### src/design/assert_macros.svh
`ifndef ASSERT_MACROS_SVH
`define ASSERT_MACROS_SVH

// invariant on every clock edge out of reset
`define FSIM_ALWAYS(lbl, expr) \
    lbl: assert property (@(posedge i_clk) disable iff (!i_rst_n) (expr)) \
        else $error("invariant failed");

// same-cycle implication
`define FSIM_IMPL(lbl, ante, cons) \
    lbl: assert property (@(posedge i_clk) disable iff (!i_rst_n) (ante) |-> (cons)) \
        else $error("implication failed");

// next-cycle implication
`define FSIM_NEXT(lbl, ante, cons) \
    lbl: assert property (@(posedge i_clk) disable iff (!i_rst_n) (ante) |=> (cons)) \
        else $error("next-cycle implication failed");

`endif

### src/design/fsim_pkg.sv
package fsim_pkg;

    localparam int MAX_JOBS     = 32;
    localparam int MAX_MACHINES = 16;
    localparam int TIME_BITS    = 16;
    localparam int SPAN_W       = 22;

    localparam int MACH_W = (MAX_MACHINES > 1) ? $clog2(MAX_MACHINES) : 1;
    localparam int DEPTH  = MAX_JOBS * MAX_MACHINES;
    localparam int ADDR_W = $clog2(DEPTH);
    localparam int JCNT_W = $clog2(MAX_JOBS + 1);
    localparam int MCNT_W = $clog2(MAX_MACHINES + 1);

    localparam int MC_REG_W = 5;
    localparam int SL_REG_W = 6;
    localparam int CFG_W    = 6;
    localparam int TIME_W   = 16;
    localparam int POS_W    = 6;

    localparam logic CFG_MACHINE_COUNT   = 1'b0;
    localparam logic CFG_SEQUENCE_LENGTH = 1'b1;

    typedef enum logic [2:0] {
        S_LOAD, S_H_RD, S_H_EX, S_T_RD, S_T_EX, S_I_RD, S_I_EX, S_EMIT
    } t_state;

    typedef enum logic [1:0] {OP_NONE, OP_HEAD, OP_TAIL, OP_INS} t_op;

    typedef struct packed {
        logic                 seq_we;
        logic                 cand_we;
        logic [ADDR_W-1:0]    ld_addr;
        logic [MACH_W-1:0]    ld_mach;
        logic [TIME_BITS-1:0] ld_time;
        t_op                  op;
        logic [JCNT_W-1:0]    j;
        logic [MCNT_W-1:0]    i;
        logic                 edge_m;
        logic                 row_zero;
        logic                 k_first;
        logic                 k_last;
        logic                 emit;
        logic                 emit_last;
    } t_cmd;

    typedef struct packed {
        logic out_free;
    } t_sts;

    function automatic logic [ADDR_W-1:0] addr(input logic [JCNT_W-1:0] j,
                                               input logic [MCNT_W-1:0] i);
        return ADDR_W'(ADDR_W'(j) * ADDR_W'(MAX_MACHINES) + ADDR_W'(i));
    endfunction

    function automatic logic [SPAN_W-1:0] sat_add(input logic [SPAN_W-1:0] a,
                                                  input logic [SPAN_W-1:0] b);
        logic [SPAN_W:0] s;
        s = {1'b0, a} + {1'b0, b};
        return s[SPAN_W] ? {SPAN_W{1'b1}} : s[SPAN_W-1:0];
    endfunction

    function automatic logic [SPAN_W-1:0] max2(input logic [SPAN_W-1:0] a,
                                               input logic [SPAN_W-1:0] b);
        return (a > b) ? a : b;
    endfunction

endpackage

### src/design/fsim_ctrl.sv
module fsim_ctrl
    import fsim_pkg::*;
(
    input  logic                i_clk,
    input  logic                i_rst_n,
    input  logic                i_cfg_we,
    input  logic                i_cfg_idx,
    input  logic [CFG_W-1:0]    i_cfg_data,
    input  logic                i_in_valid,
    output logic                o_in_stall,
    input  logic                i_is_candidate,
    input  logic                i_start_of_set,
    input  logic [TIME_W-1:0]   i_proc_time,
    input  t_sts                i_sts,
    output t_cmd                o_cmd
);

    t_state              r_state, n_state;
    logic [MC_REG_W-1:0] r_mc_reg;
    logic [SL_REG_W-1:0] r_sl_reg;
    logic [JCNT_W-1:0]   r_jc, n_jc, r_cj, n_cj;
    logic [MCNT_W-1:0]   r_mc, n_mc, r_ci, n_ci;

    logic [MCNT_W-1:0]   m_eff, m_last, mc_eff, mc_inc;
    logic [JCNT_W-1:0]   n_eff, n_last, jc_eff;
    logic                acc, cand_done;

    always_comb begin
        if (r_mc_reg == '0) begin
            m_eff = MCNT_W'(1);
        end else if (32'(r_mc_reg) > MAX_MACHINES) begin
            m_eff = MCNT_W'(MAX_MACHINES);
        end else begin
            m_eff = MCNT_W'(r_mc_reg);
        end
        if (r_sl_reg == '0) begin
            n_eff = JCNT_W'(1);
        end else if (32'(r_sl_reg) > MAX_JOBS) begin
            n_eff = JCNT_W'(MAX_JOBS);
        end else begin
            n_eff = JCNT_W'(r_sl_reg);
        end
        m_last = m_eff - MCNT_W'(1);
        n_last = n_eff - JCNT_W'(1);
    end

    assign o_in_stall = (r_state != S_LOAD);
    assign acc        = i_in_valid && (r_state == S_LOAD);

    always_comb begin
        mc_eff = i_start_of_set ? '0 : r_mc;
        if (mc_eff >= m_eff) begin
            mc_eff = '0;
        end
        jc_eff    = i_start_of_set ? '0 : r_jc;
        mc_inc    = mc_eff + MCNT_W'(1);
        cand_done = acc && i_is_candidate && (mc_inc == m_eff);
    end

    // next state
    always_comb begin
        n_state = r_state;
        unique case (r_state)
            S_LOAD: begin
                if (cand_done) begin
                    n_state = S_H_RD;
                end
            end
            S_H_RD: n_state = S_H_EX;
            S_H_EX: begin
                n_state = (r_ci == m_last && r_cj == n_last) ? S_T_RD : S_H_RD;
            end
            S_T_RD: n_state = S_T_EX;
            S_T_EX: begin
                n_state = (r_ci == '0 && r_cj == '0) ? S_I_RD : S_T_RD;
            end
            S_I_RD: n_state = S_I_EX;
            S_I_EX: n_state = (r_ci == m_last) ? S_EMIT : S_I_RD;
            S_EMIT: begin
                if (i_sts.out_free) begin
                    n_state = (r_cj == n_eff) ? S_LOAD : S_I_RD;
                end
            end
            default: n_state = S_LOAD;
        endcase
    end

    // outputs and counters
    always_comb begin
        n_jc = r_jc;
        n_mc = r_mc;
        n_cj = r_cj;
        n_ci = r_ci;

        o_cmd           = '0;
        o_cmd.op        = OP_NONE;
        o_cmd.ld_addr   = addr(jc_eff, mc_eff);
        o_cmd.ld_mach   = mc_eff[MACH_W-1:0];
        o_cmd.ld_time   = i_proc_time[TIME_BITS-1:0];
        o_cmd.j         = r_cj;
        o_cmd.i         = r_ci;
        o_cmd.k_first   = (r_cj == '0);
        o_cmd.k_last    = (r_cj == n_eff);
        o_cmd.emit_last = (r_cj == n_eff);

        unique case (r_state)
            S_LOAD: begin
                if (acc) begin
                    n_jc = jc_eff;
                    n_mc = mc_eff;
                    if (!i_is_candidate) begin
                        if (jc_eff < n_eff) begin
                            o_cmd.seq_we = 1'b1;
                            if (mc_inc == m_eff) begin
                                n_mc = '0;
                                n_jc = jc_eff + JCNT_W'(1);
                            end else begin
                                n_mc = mc_inc;
                            end
                        end
                    end else begin
                        o_cmd.cand_we = 1'b1;
                        if (cand_done) begin
                            n_mc = '0;
                            n_cj = '0;
                            n_ci = '0;
                        end else begin
                            n_mc = mc_inc;
                        end
                    end
                end
            end
            S_H_RD, S_T_RD, S_I_RD: begin
            end
            S_H_EX: begin
                o_cmd.op       = OP_HEAD;
                o_cmd.edge_m   = (r_ci == '0);
                o_cmd.row_zero = (r_cj == '0);
                if (r_ci == m_last) begin
                    if (r_cj == n_last) begin
                        n_ci = m_last;
                    end else begin
                        n_ci = '0;
                        n_cj = r_cj + JCNT_W'(1);
                    end
                end else begin
                    n_ci = r_ci + MCNT_W'(1);
                end
            end
            S_T_EX: begin
                o_cmd.op       = OP_TAIL;
                o_cmd.edge_m   = (r_ci == m_last);
                o_cmd.row_zero = (r_cj == n_last);
                if (r_ci == '0) begin
                    if (r_cj != '0) begin
                        n_ci = m_last;
                        n_cj = r_cj - JCNT_W'(1);
                    end
                end else begin
                    n_ci = r_ci - MCNT_W'(1);
                end
            end
            S_I_EX: begin
                o_cmd.op     = OP_INS;
                o_cmd.edge_m = (r_ci == '0);
                if (r_ci != m_last) begin
                    n_ci = r_ci + MCNT_W'(1);
                end
            end
            S_EMIT: begin
                if (i_sts.out_free) begin
                    o_cmd.emit = 1'b1;
                    n_ci       = '0;
                    if (r_cj != n_eff) begin
                        n_cj = r_cj + JCNT_W'(1);
                    end
                end
            end
            default: begin
            end
        endcase
    end

    always_ff @(posedge i_clk) begin
        if (!i_rst_n) begin
            r_state  <= S_LOAD;
            r_mc_reg <= MC_REG_W'(1);
            r_sl_reg <= SL_REG_W'(1);
            r_jc     <= '0;
            r_mc     <= '0;
            r_cj     <= '0;
            r_ci     <= '0;
        end else begin
            r_state <= n_state;
            r_jc    <= n_jc;
            r_mc    <= n_mc;
            r_cj    <= n_cj;
            r_ci    <= n_ci;
            if (i_cfg_we) begin
                if (i_cfg_idx == CFG_MACHINE_COUNT) begin
                    r_mc_reg <= i_cfg_data[MC_REG_W-1:0];
                end
                if (i_cfg_idx == CFG_SEQUENCE_LENGTH) begin
                    r_sl_reg <= i_cfg_data[SL_REG_W-1:0];
                end
            end
        end
    end

`include "assert_macros.svh"

    `FSIM_NEXT(a_cand_done_starts, cand_done, r_state == S_H_RD)
    `FSIM_IMPL(a_emit_needs_room, o_cmd.emit, i_sts.out_free && r_state == S_EMIT)

endmodule

### config.mk
export PLATFORM = sky130hd
export DESIGN_NAME = fsim_ctrl
export DESIGN_NICKNAME = d
export VERILOG_FILES = /design/src/design/fsim_pkg.sv /design/src/design/fsim_ctrl.sv
export VERILOG_INCLUDE_DIRS = /design/src /design/src/design
export SDC_FILE = /design/constraint.sdc
export NUM_CORES = 1
export LEC_CHECK = 0
export BUFFER_PORTS_ARGS = -buffer_cell sky130_fd_sc_hd__buf_2
export CAP_MARGIN = 20
export CORE_ASPECT_RATIO = 1.25
export CORE_UTILIZATION = 50
export DETAILED_ROUTE_END_ITERATION = 10
export PLACE_DENSITY = 0.78
export SLEW_MARGIN = 30
export SYNTH_ARGS = -nofsm -noshare
export SYNTH_HDL_FRONTEND = slang
export SYNTH_SLANG_ARGS = --single-unit
### constraint.sdc
create_clock -name i_clk -period 5.24 [get_ports i_clk]
set_input_delay 0.524 -clock i_clk [delete_from_list [all_inputs] [get_ports i_clk]]
set_output_delay 0.524 -clock i_clk [all_outputs]
set_load 0.01 [all_outputs]
==> impl_metrics.csv, run 1 <==
group,metric,value,unit
placed_design,dp_slack,0.857,ns
global_route,grt_first_pass_wirelength,13000,um
sta,setup_viol,0,
synthesis,ys_async_sr_fraction,0,
routing,finalWirelength,8390,um
synthesis,synth_fp_nets,492,
setup_path,end_kind,"flop",
routing,drt_iter0_markers,151,
clock_tree,clkLatencyLatePin,0.30,ns
synthesis,yosysTopAreaCell,"dfxtp_1",
routing,met2_length,4280,um
run,maxCapViolCount,0,
sta,grt_setup_unrepaired,"no",
clock_tree,numCtsBuffers,5,
placed_design,gp_congestion,0.862,
global_route,grt_max_degree,26,
floorplan,die_height,93.5,um
synthesis,synth.top_cell.area_share,0.215,
pwr,cellPowerDensity,234,mW/mm^2
sta,whs,0.486,ns
sta,tightestPinTransition,0.774,ns
sta,period_share,0.843,
finish,drive_gt1_frac,0.165,
global_route,antenna_found_initial,0,
hold_path,hp-start,"i_cfg_data[0]",
clock_tree,cts_resized,0,
finish,diodes,0,
floorplan,io_pins,81,
clock_tree,cts_hold_buffers,0,
setup_path,critPathMaxStageDelay,0.43,ns
global_route,track_usage,0.239,
floorplan,die_w,75.2,um
setup_path,start_kind,"flop",
clock_tree,h-tree-depth,2,
finish,largest_reg_flops,10,
routing,met1Wirelength,3380,um
hold_path,hold_class,"in -> reg",
synthesis,synth_ff_type,"dfxtp_1",
sta,skew,0.00707,ns
floorplan,std_cell_rows,33,
hold_path,holdPathStages,3,
routing,viasPerCell,5.97,
synthesis,synth_seq_cells,36,
floorplan,core-area,0.00652,mm^2
synthesis,synth-seq-area-share,0.215,
synthesis,ys_types,69,
setup_path,cp-startpoint,"r_mc_reg[2]$_SDFFE_PN0P_",
setup_path,worstPathArrival,4.64,ns
routing,route.detailed.drc,0,
pwr,leakage,1.50,nW
clock_tree,tritoncts,"done",
synthesis,postSynthCellCount,439,
setup_path,crit_path_max_fanout,6,
sta,fmax,0.226,GHz
setup_path,worstPathCellList,"nor2b_1 -> inv_1 -> ha_1 -> a31oi_1 -> a211oi_1 -> nor4_1 -> and2_1 -> ha_1 -> nand3_1 -> xnor2_1 -> nor4b_1 -> a41oi_1 -> a32oi_2 -> a31oi_1 -> nor2_2 -> mux2i_1",
setup_path,worst_path_max_delay_cell,"nor2b_1",
synthesis,synth-edff-count,0,
clock_tree,cts_buffer_depth,2,
setup_path,required,5.47,ns
clock_tree,cts_sinks,36,
pwr,max-vdd-ir-drop,0.166,mV
routing,dr_total_vias,3198,
outcome,status,"finished clean",
setup_path,critical_path_class,"reg -> reg",
placed_design,place_hpwl,6400,um
sta,hold_violations,0,
placed_design,numPortBuffers,48,
sta,fin_crit,4.42,ns
finish,nFillCells,659,
synthesis,syn_avg_cell_area,7.63,um^2
routing,wl_per_cell,15.7,um
finish,nNetsFinal,501,
sta,finalWorstSetupSlack,0.824,ns
synthesis,synth_area_leaders,"dfxtp_1 (22%), ha_1 (8.2%), nand2_1 (5.0%)",
synthesis,yosys_warnings,0,
global_route,overflow,0,
clock_tree,cts_root_buf,"clkbuf_8",
clock_tree,clk_pin_slew,0.08,ns
setup_path,ff2ff_path_depth,16,
finish,area_growth,5.49,%
floorplan,floorplan.die_area,0.00703,mm^2
routing,drtPass1Iterations,4,
routing,antenna_left,0,
floorplan,initial_core_util,0.514,
sta,max-slew-margin-rel,0.481,
sta,drv_slew,0,
clock_tree,post_cts.repair.setup_buffers,0,
global_route,grt_pass1_vias,2922,
routing,top_layer,"met4",
sta,tns,0,ns
synthesis,synth_area,0.00335,mm^2
setup_path,r2r-start,"r_mc_reg[2]$_SDFFE_PN0P_",
routing,route.met3.wl,437,um
layout make-up:
type	count	area (um^2)	area share
clock inverters	1	7.51	0.00212
inverters	22	82.6	0.0234
repair buffers	49	248	0.0701
flip-flops and latches	36	721	0.204
clock buffers	7	86.3	0.0244
multi-input cells	334	2280	0.645
well taps	87	109	0.0308
metrics by stage:
step | std cells | cell area, um^2 | power (mW) | util
after global placement | 528 | 3440 | 0.607 | 0.527
after global routing | 536 | 3530 | 0.868 | 0.542
final | 536 | 3530 | 0.828 | 0.542
after detailed placement | 528 | 3440 | 0.616 | 0.527
after floorplan | 439 | 3350 | 0.558 | -
after CTS | 536 | 3530 | 0.826 | 0.542
power by group:
group	internal (mW)	leakage, nW	total [mW]	switching (mW)
clock network	0.107	0.0445	0.215	0.108
registers	0.287	0.292	0.314	0.0276
logic	0.120	1.16	0.299	0.179
total	0.514	1.50	0.828	0.315
metal layers:
layer | vias up | GRT usage
met2 | 110 | 0.421
li1 | 1554 | -
met3 | 23 | 0.0388
met5 | - | 0
met4 | 0 | 0.119
met1 | 1511 | 0.272
path summary, 6_finish.rpt:
check	endpoint	slack, ns
worst max register to register	r_cj[3]$_SDFFE_PN0P_	0.82
worst max-delay path	r_cj[3]$_SDFFE_PN0P_	0.82
worst min-delay path	r_mc_reg[0]$_SDFFE_PN1P_	0.49
worst min register to register	r_jc[5]$_SDFFE_PN0P_	0.49
synth_stat cells (all sizes together) (5+ instances only):
cell type	number
a31oi	6
nand2b	12
xor2	8
clkbuf	21
a21oi	30
nand2	45
nor2	35
inv	21
nor4	5
o21a	5
and2	6
dfxtp	36
ha	22
nor2b	15
buf	26
o21ai	13
mux2i	12
nor3	8
xnor2	17
nand3	22
layout by cell type, fill, tap and decap left out, drive strengths merged, types with 4 or more instances in the layout:
master   n
buf     49
o21ai   13
o22ai    4
a21oi   30
xor2     8
nand3   22
nor4b    4
mux2i   12
nor2b   15
xnor2   17
nor4     5
a31oi    6
a21o     4
clkbuf   7
o32ai    4
nand2b  12
ha      22
and2     6
nand2   45
nor3     8
nor2    35
inv     21
dfxtp   36
o21a     5
cell families (layout without fill, tap and decap cells):
family | Yosys count | in the layout | synth area share
AND/OR/NAND/NOR | 173 | 173 | 0.270
AO/OA/AOI/OAI | 98 | 98 | 0.202
buffers and inverters | 69 | 79 | 0.104
flip-flops | 36 | 36 | 0.215
XOR/XNOR | 27 | 27 | 0.0810
adder cells (fa/ha/maj) | 23 | 23 | 0.0881
multiplexers | 13 | 13 | 0.0392
worst max-delay path: cells and delay by family (launching register included):
family / cells / cell delay, ns
fa+ha+maj: 2 / 0.59
simple gates: 6 / 1.83
buf+inv: 1 / 0.09
flops: 1 / 0.40
xor+xnor: 1 / 0.19
compound gates: 5 / 1.01
mux: 1 / 0.23
Note: power is estimated with default switching activity, not from simulation.
==> inputs of run 2 (changes only) <==
- CORE_UTILIZATION: 50 -> 49
- PLACE_DENSITY: 0.78 -> 0.8
- clock period: 5.24 -> 3.8 ns (I/O delays scaled with it)
==> impl_metrics.csv, run 2 (synthesized netlist as in run 1, its figures left out) <==
group,metric,value,unit
hold_path,hold_class,"in -> reg",
setup_path,end_kind,"flop",
finish,area_growth,11.9,%
routing,wl_per_cell,15.7,um
floorplan,die_height,94.5,um
setup_path,worst_path_max_delay_cell,"dfxtp_1",
setup_path,crit_family,"simple AND/OR/NAND/NOR gates",
placed_design,gp_congestion,0.905,
sta,tightestPinTransition,0.731,ns
floorplan,io_pins,81,
clock_tree,tritoncts,"done",
floorplan,floorplan.die_area,0.00718,mm^2
global_route,grt_first_pass_wirelength,14000,um
finish,stdcell_count,549,
setup_path,crit_path_max_fanout,6,
global_route,grt_max_degree,21,
routing,dr_total_vias,3268,
placed_design,place_hpwl,6460,um
sta,whs,0.367,ns
outcome,status,"finished clean",
global_route,overflow,0,
routing,drt_iter0_markers,212,
setup_path,critPathMaxStageDelay,0.42,ns
floorplan,std_cell_rows,33,
routing,viasPerCell,5.95,
sta,period_share,0.967,
clock_tree,numCtsBuffers,5,
clock_tree,cts_buffer_depth,2,
sta,setup_viol,0,
setup_path,reg2reg_to,"r_cj[4]$_SDFFE_PN0P_",
routing,drtPass1Iterations,5,
hold_path,min_to,"r_mc_reg[0]$_SDFFE_PN1P_",
setup_path,critical_path_class,"reg -> reg",
setup_path,required,4.01,ns
clock_tree,cts_root_buf,"clkbuf_8",
clock_tree,clkLatencyLatePin,0.29,ns
setup_path,cp-startpoint,"r_mc_reg[4]$_SDFFE_PN0P_",
setup_path,worstPathArrival,3.89,ns
global_route,antenna_found_initial,0,
setup_path,regToRegSetupSlack,0.12,ns
clock_tree,cts_sinks,36,
clock_tree,h-tree-depth,2,
floorplan,initial_core_util,0.510,
finish,nFillCells,578,
finish,multiInputGateArea,0.00239,mm^2
run,maxCapViolCount,0,
global_route,grt_pass1_vias,3013,
global_route,track_usage,0.240,
placed_design,numPortBuffers,48,
setup_path,critPathBufInv,2,
floorplan,die_w,76.0,um
finish,layout_commonest_cell,"buf_2",
setup_path,ff2ff_path_depth,17,
routing,finalWirelength,8610,um
finish,most-common-layout-cells,"buf_2 (48), nand2_1 (45), dfxtp_1 (32), nor2_1 (31), a21oi_1 (29)",
setup_path,worstPathCellList,"inv_2 -> nand2_1 -> ha_1 -> a31oi_1 -> a211oi_1 -> nor4_2 -> and2_4 -> ha_4 -> nand3_4 -> xnor2_4 -> nor4b_2 -> a41oi_1 -> a32oi_2 -> buf_6 -> a31oi_4 -> nor2_4 -> mux2i_1",
clock_tree,clk_pin_slew,0.07,ns
routing,route.detailed.drc,0,
setup_path,r2r-start,"r_mc_reg[4]$_SDFFE_PN0P_",
sta,fin_crit,3.68,ns
sta,drv_slew,0,
pwr,cellPowerDensity,317,mW/mm^2
finish,nNetsFinal,514,
finish,largest_reg_flops,10,
sta,skew,0.00548,ns
sta,max-slew-margin-rel,0.509,
routing,antenna_left,0,
setup_path,start_kind,"flop",
pwr,max-vdd-ir-drop,0.217,mV
finish,diodes,0,
placed_design,dpl.cell_count,536,
sta,hold_violations,0,
hold_path,holdPathStages,3,
sta,fmax,0.272,GHz
finish,drive_gt1_frac,0.227,
finish,register_area,726,um^2
hold_path,hp-start,"i_cfg_data[0]",
pwr,leakage,1.58,nW
floorplan,core-area,0.00657,mm^2
-- run 2: power breakdown --
| group | switching, mW | internal, mW |
|---|---|---|
| sequential | 0.0314 | 0.396 |
| combinational | 0.278 | 0.202 |
| clock | 0.135 | 0.148 |
| total | 0.444 | 0.746 |
-- run 2: final cells by class --
type	count	share of cell area
multi-input cells	334	0.638
flip-flops and latches	36	0.194
repair buffers	62	0.0931
well taps	87	0.0290
clock buffers	8	0.0240
inverters	22	0.0220
-- run 2: worst max-delay path by stage --
| stage | slack (ns) | endpoint | cells past startpoint |
|---|---|---|---|
| 2_1_floorplan | -0.06 | r_cj[0]$_SDFFE_PN0P_ | 19 |
| 3_3_place_gp | 0.07 | r_cj[2]$_SDFFE_PN0P_ | 17 |
| 3_5_place_dp | -0.18 | r_cj[4]$_SDFFE_PN0P_ | 17 |
| 4_1_cts | 0.007 | r_jc[5]$_SDFFE_PN0P_ | 18 |
| 5_1_grt | -0.07 | r_cj[3]$_SDFFE_PN0P_ | 18 |
| 6_report | 0.12 | r_cj[4]$_SDFFE_PN0P_ | 17 |
-- run 2: worst reg2reg max path, cell delays in order (launching register included) --
cell      delay, ns
dfxtp_1        0.42
inv_2          0.09
nand2_1        0.10
ha_1           0.25
a31oi_1        0.20
a211oi_1       0.09
nor4_2         0.39
and2_4         0.24
ha_4           0.18
nand3_4        0.11
xnor2_4        0.16
nor4b_2        0.27
a41oi_1        0.09
a32oi_2        0.22
buf_6          0.17
a31oi_4        0.14
nor2_4         0.26
mux2i_1        0.22
-- run 2: repair_timing --
action,CTS,global route
resized for setup,3,15
pin swaps,2,10
setup endpoints to repair,13,23
setup buffers,1,4
hold buffers,0,0
-- run 2: per-layer routing --
metal	wire length (um)	track usage	up-vias	part of all wire
li1	-	-	1586	-
met1	3620	0.289	1540	0.42
met2	4360	0.432	126	0.51
met3	506	0.0415	16	0.059
met4	131	0.0833	0	0.015
met5	0	0	-	0
-- run 2: metrics by stage --
step / worst slack [ns] / setup TNS (ns) / area, um^2 / util / power, mW
6_report: 0.125 / 0 / 3750 / 0.571 / 1.19
2_1_floorplan: -0.0624 / -0.386 / 3390 / - / 0.776
5_1_grt: -0.0708 / -0.479 / 3750 / 0.571 / 1.26
3_3_place_gp: 0.0698 / 0 / 3540 / 0.540 / 0.855
4_1_cts: 0.00717 / 0 / 3660 / 0.557 / 1.16
3_5_place_dp: -0.179 / -1.61 / 3540 / 0.540 / 0.864
